==> src/hdl/bfst_pkg.sv <==
// Shared types and constants for the best-fit span table.
// Used by the controller, datapath and top level; no dependencies.
package bfst_pkg;

    localparam int PAGE_BITS        = 32;
    localparam int ADDR_BITS        = 48;
    localparam int CAPACITY_DEFAULT = 64;

    localparam logic [1:0] OP_INSERT = 2'd0;
    localparam logic [1:0] OP_REMOVE = 2'd1;
    localparam logic [1:0] OP_LOOKUP = 2'd2;

    localparam logic [1:0] ST_OK       = 2'd0;
    localparam logic [1:0] ST_NOTFOUND = 2'd1;
    localparam logic [1:0] ST_FULL     = 2'd2;
    localparam logic [1:0] ST_DUP      = 2'd3;

    typedef struct packed {
        logic [1:0]           opcode;
        logic [PAGE_BITS-1:0] req_pages;
        logic [ADDR_BITS-1:0] start_addr;
    } t_in_item;

    typedef struct packed {
        logic [1:0]           status;
        logic [PAGE_BITS-1:0] span_pages;
        logic [ADDR_BITS-1:0] span_start;
    } t_out_item;

    // One table slot as held in memory
    typedef struct packed {
        logic                 valid;
        logic [PAGE_BITS-1:0] pages;
        logic [ADDR_BITS-1:0] start;
    } t_entry;

    typedef struct packed {
        logic clear_wr;   // write an empty slot at the sweep address
        logic load;       // capture the input transaction, reset trackers
        logic read;       // issue a scan read at the sweep address
        logic commit;     // write back and load the result register
    } t_cmd;

    typedef struct packed {
        logic addr_last;  // sweep address is at the last slot
        logic out_busy;   // result register still holds an untaken result
    } t_sts;

endpackage

==> src/hdl/bfst_ctrl.sv <==
// Controller of the best-fit span table: clearing sweep, scan sequencing
// and commit timing. Depends on bfst_pkg.
module bfst_ctrl (
    input  logic           i_clk,
    input  logic           i_rst_n,
    input  logic           i_in_valid,
    output logic           o_in_ready,
    input  bfst_pkg::t_sts i_sts,
    output bfst_pkg::t_cmd o_cmd
);
    import bfst_pkg::*;

    typedef enum logic [2:0] {
        S_CLEAR,
        S_IDLE,
        S_SCAN,
        S_DRAIN,
        S_COMMIT
    } t_state;

    t_state r_state;
    t_state n_state;
    logic   r_in_ready;

    always_comb begin
        n_state = r_state;
        o_cmd   = '0;
        unique case (r_state)
            S_CLEAR: begin
                o_cmd.clear_wr = 1'b1;
                if (i_sts.addr_last) begin
                    n_state = S_IDLE;
                end
            end
            S_IDLE: begin
                if (i_in_valid && r_in_ready) begin
                    o_cmd.load = 1'b1;
                    n_state    = S_SCAN;
                end
            end
            S_SCAN: begin
                o_cmd.read = 1'b1;
                if (i_sts.addr_last) begin
                    n_state = S_DRAIN;
                end
            end
            S_DRAIN: begin
                // last read word lands in the trackers here
                n_state = S_COMMIT;
            end
            S_COMMIT: begin
                // hold until the previous result has been taken
                if (!i_sts.out_busy) begin
                    o_cmd.commit = 1'b1;
                    n_state      = S_IDLE;
                end
            end
            default: begin
                n_state = S_CLEAR;
            end
        endcase
    end

    always_ff @(posedge i_clk) begin
        if (!i_rst_n) begin
            r_state    <= S_CLEAR;
            r_in_ready <= 1'b0;
        end else begin
            r_state    <= n_state;
            r_in_ready <= (n_state == S_IDLE);
        end
    end

    assign o_in_ready = r_in_ready;

endmodule

==> config.mk <==
export PLATFORM = sky130hd
export DESIGN_NAME = bfst_ctrl
export DESIGN_NICKNAME = d
export VERILOG_FILES = /design/src/hdl/bfst_pkg.sv /design/src/hdl/bfst_ctrl.sv
export SDC_FILE = /design/constraint.sdc
export NUM_CORES = 1
export LEC_CHECK = 0
export ABC_AREA = 0
export BUFFER_PORTS_ARGS = -buffer_cell sky130_fd_sc_hd__buf_4
export CELL_PAD_IN_SITES_DETAIL_PLACEMENT = 0
export CELL_PAD_IN_SITES_GLOBAL_PLACEMENT = 1
export CORE_AREA = 2 2 39 41
export DETAILED_ROUTE_END_ITERATION = 10
export DIE_AREA = 0 0 41 43
export MAX_ROUTING_LAYER = met4
export PLACE_DENSITY = 0.55
export SYNTH_ARGS = -nofsm -noshare
export SYNTH_HDL_FRONTEND = slang
export SYNTH_SLANG_ARGS = --single-unit
==> constraint.sdc <==
create_clock -name i_clk -period 0.99 [get_ports i_clk]
set_input_delay 0.099 -clock i_clk [delete_from_list [all_inputs] [get_ports i_clk]]
set_output_delay 0.099 -clock i_clk [all_outputs]
set_load 0.01 [all_outputs]
---- Yosys cells after proc, flatten, opt, wreduce, memory -nomap -nowiden ----
Index checks and enable logic that the tools add are counted.
W data, S select, Z words.
operators by class
  shift-type cells ........................ 0
  bitwise gates (word level) .............. 0
  $mul .................................... 0
  eq/ne operators ......................... 5
  divide/modulo/power cells ............... 0
  mux-type cells .......................... 11
  magnitude comparators ................... 0
  reduce and logical (&&, ||, !) cells .... 2
  $add $sub $neg .......................... 0
operator list
  kind                  number
  $pmux W3 S5           1
  $mux W3               4
  $eq A3 B1 Y1 const B  2
  $eq A3 B2 Y1 const B  2
  $mux W1               6
  $eq A3 B3 Y1 const B  1
  $logic_not A3 Y1      1
  $logic_and A1 B1 Y1   1
storage, ports and cells
  flip-flop bits (word level) ............. 4
  memories kept ........................... 0
  bits in writable memories ............... 0
  output and inout port bits .............. 5
  bits in read-only memories .............. 0
  latch bits .............................. 0

---- Logic depth before layout (Yosys ltp) ----
  word-level depth ........................ 4
  gate-level depth with buffers ........... 4

---- Worst setup path after synthesis ----
No wires, ideal clock.
  kind .................................... register to output
  start point ............................. register r_state[2]
  end point ............................... output o_cmd[0] (netlist bit)
  buffers on the path ..................... 0
  cell stages (with the launch flop) ...... 3
  arrival ................................. 0.905 ns
  path slack .............................. -0.014 ns
  path through ............................ dfxtp_1 -> inv_1 -> nor4_1
RTL lines
  what                    line             source
  from (decl)             bfst_ctrl.sv:21  t_state r_state;
  from (signal assigned)  bfst_ctrl.sv:69  r_state <= n_state;
  to (decl)               bfst_ctrl.sv:9   output bfst_pkg::t_cmd o_cmd

==> impl_metrics.yaml <==
setup_path:
  cp_slowest_cell: "dfxtp_4"
  cp_top_family: "flip-flops"
  critPathBufInv: 2
  cpPeakStageDelay_ns: 0.36
  arrival_ns: 1.06
  startpoint_type: "flip-flop"
  worstPathCellList: "buf_6 > nand4b_1 > nor2_1 > buf_4"
  cp-startpoint: "r_state[0]$_SDFF_PN0_"
  end_kind: "output port"
  timing.rr.start: "r_state[0]$_SDFF_PN0_"
  cp_max_fo: 3
  crit_type: "flip-flop to output port"
  critPathRequiredTime_ns: 0.89
finish:
  regArea_um2: 88.8
  n_antenna_cell: 0
  syn2layout_area_growth_pct: 120
  multi_input_area_um2: 159
  drive_gt1_frac: 0.674
  nFillCells: 157
  utilization: 0.326
  nNetsFinal: 53
global_route:
  grt_pass1_vias: 249
  grt-ovfl-total: 0
  grt_pass1_wl_um: 1080
  grt_max_degree: 8
  grtUsageTotal: 0.102
  antenna_found_initial: 0
pwr:
  switching_share: 0.250
  total_leakage_power_nw: 0.189
  p_seq_frac: 0.354
  switchingPower_uw: 127
  peakVddDrop_uv: 354
  p_int_uw: 381
  clock_power_share: 0.389
  pwr_density_cell_nw_per_um2: 1130
  combPwrFrac: 0.257
status:
  status: "finished, violations left"
  violations: "setup timing"
clock_network:
  root_buffer: "clkbuf_4"
  htree_levels: 1
  clock_sinks: 4
  clk_latency_ns: 0.23
  cts_buffers: 3
  holdBufCountCts: 0
  path_clk_slew_ns: 0.04
  clockBufferDepth: 2
  cts_tree: "yes"
sta:
  fin_crit_ns: 1.16
  fin_tns_setup_ns: -0.650
  skew_ns: 0.00247
  fin_crit_sh: 1.17
  relSlewSlack: 0.849
  slew_violations: 0
  fin_hold_ws_ns: 0.105
  hold_violations: 0
  fin_ws_ns: -0.168
  grt_setup_unrepaired: "true"
  fmax_mhz: 863
  setup_viol: 6
  worst_pin_slew_ns: 0.223
drt:
  firstDrtPassIters: 1
  wl_per_cell_um: 11.0
  drt_iter0_markers: 0
  vias: 265
  ant_nets: 0
  drcViolationCount: 0
  drt_wl_total_um: 680
  via_per_inst: 4.27
logic_synthesis:
  postSynthCellCount: 25
  yosys_warnings: 0
  avgSynthCellArea_um2: 8.21
  synth-seq-cells: 4
  syn-cell-area_um2: 205
  ys_types: 16
  syn_nets: 30
  ys_seq_area_frac: 0.390
placement:
  io_buffers: 9
  gp_congestion: 0.694
floorplan:
  die_h_um: 43
  fp.dieArea_um2: 1760
  start_util: 0.148
  chipWidth_um: 41
  num_rows: 14
  io_pins: 10
  core_um2: 1380
hold_path:
  hold_path_class: "input pin to flip-flop"
  worstHoldStart: "i_rst_n"
run:
  cap_violations: 0
## metrics by stage
stage / power, mW / instances / setup WS [ns] / instance area (um2)
4_1_cts: 0.501 / 60 / -0.163 / 410
3_3_place_gp: 0.266 / 54 / 0.0247 / 329
2_1_floorplan: 0.221 / 25 / 0.0728 / 211
5_1_grt: 0.549 / 62 / -0.227 / 452
6_report: 0.509 / 62 / -0.168 / 452
3_5_place_dp: 0.267 / 54 / 0.0156 / 329
## power groups by stage
stage                     Sequential (mW)  Combinational, mW  Clock [mW]
after floorplan                     0.182             0.0393           0
after global placement              0.188             0.0785           0
after detailed placement            0.188             0.0793           0
after CTS                           0.180              0.110       0.211
after global routing                0.181              0.142       0.226
final                               0.180              0.131       0.198
## metal layers
| metal | up-vias | routed length, um | global-route usage |
|---|---|---|---|
| li1 | 136 | - | - |
| met1 | 119 | 271 | 0.106 |
| met3 | 0 | 51 | 0.0314 |
| met2 | 10 | 356 | 0.141 |
| met5 | - | 0 | - |
| met4 | 0 | 0 | 0.100 |
## registers in the layout, summed over array words and instances (netlist names)
| signal | flops |
|---|---|
| o_in_ready | 1 |
| r_state | 3 |
## Yosys cell counts
cell type  count  area share
o211ai_1       1       0.037
buf_4          1       0.037
nor4bb_1       1       0.049
mux2i_1        1       0.049
nor3_1         3       0.073
nor2_1         1       0.018
nor4_1         1       0.031
nor2b_1        1       0.031
a31oi_1        1       0.031
inv_1          2       0.037
dfxtp_1        4        0.39
and3_1         1       0.031
o21ai_0        2       0.049
a21oi_1        3       0.073
nand4b_1       1       0.043
nand3_1        1       0.024
## layout make-up
class                      count  area share
sequential                     4       0.197
timing repair buffer          19       0.341
tap                           16      0.0443
inverter                       2      0.0166
clock buffer                   3      0.0499
multi-input combinational     18       0.352
## worst reg2reg max path, cell delays in order (launching register included)
cell	delay, ns
dfxtp_4	0.35
buf_6	0.12
buf_4	0.14
nor4bb_2	0.27
a31oi_1	0.07
nor2b_1	0.10
## cells by family after synthesis
kind of cell | Yosys count | synth area share
flops | 4 | 0.390
buf+inv | 3 | 0.0732
simple gates | 10 | 0.299
mux | 1 | 0.0488
compound gates | 7 | 0.189
## worst paths after layout
kind / end / slack (ns) / cells after the start
max: o_cmd[2] / -0.17 / 4
min reg2reg: r_state[0]$_SDFF_PN0_ / 0.63 / 3
max reg2reg: r_state[2]$_SDFF_PN0_ / -0.12 / 5
min: r_state[2]$_SDFF_PN0_ / 0.11 / 2
## timing repair
action / 4_1_cts / 5_1_grt
pin swaps: 2 / 1
buffers inserted: 3 / 2
setup endpoints to repair: 4 / 8
resized for setup: 12 / 5
## cell usage in the layout, fill, tap and decap left out
cell type  Yosys  routed
o21ai_1        0       1
nor3_2         0       1
nor4bb_2       0       1
clkbuf_4       0       3
nor2_1         1       1
nor4_4         0       1
mux2i_1        1       1
dfxtp_2        0       1
a31oi_1        1       1
inv_1          2       1
and3_1         1       1
o211ai_1       1       1
a21oi_1        3       3
dfxtp_1        4       1
inv_2          0       1
nor3_4         0       2
nand3_1        1       1
nor2b_1        1       1
buf_4          1      16
buf_6          0       3
o21ai_0        2       1
dfxtp_4        0       2
nand4b_1       1       1
Power figures use the tool's default switching activity.
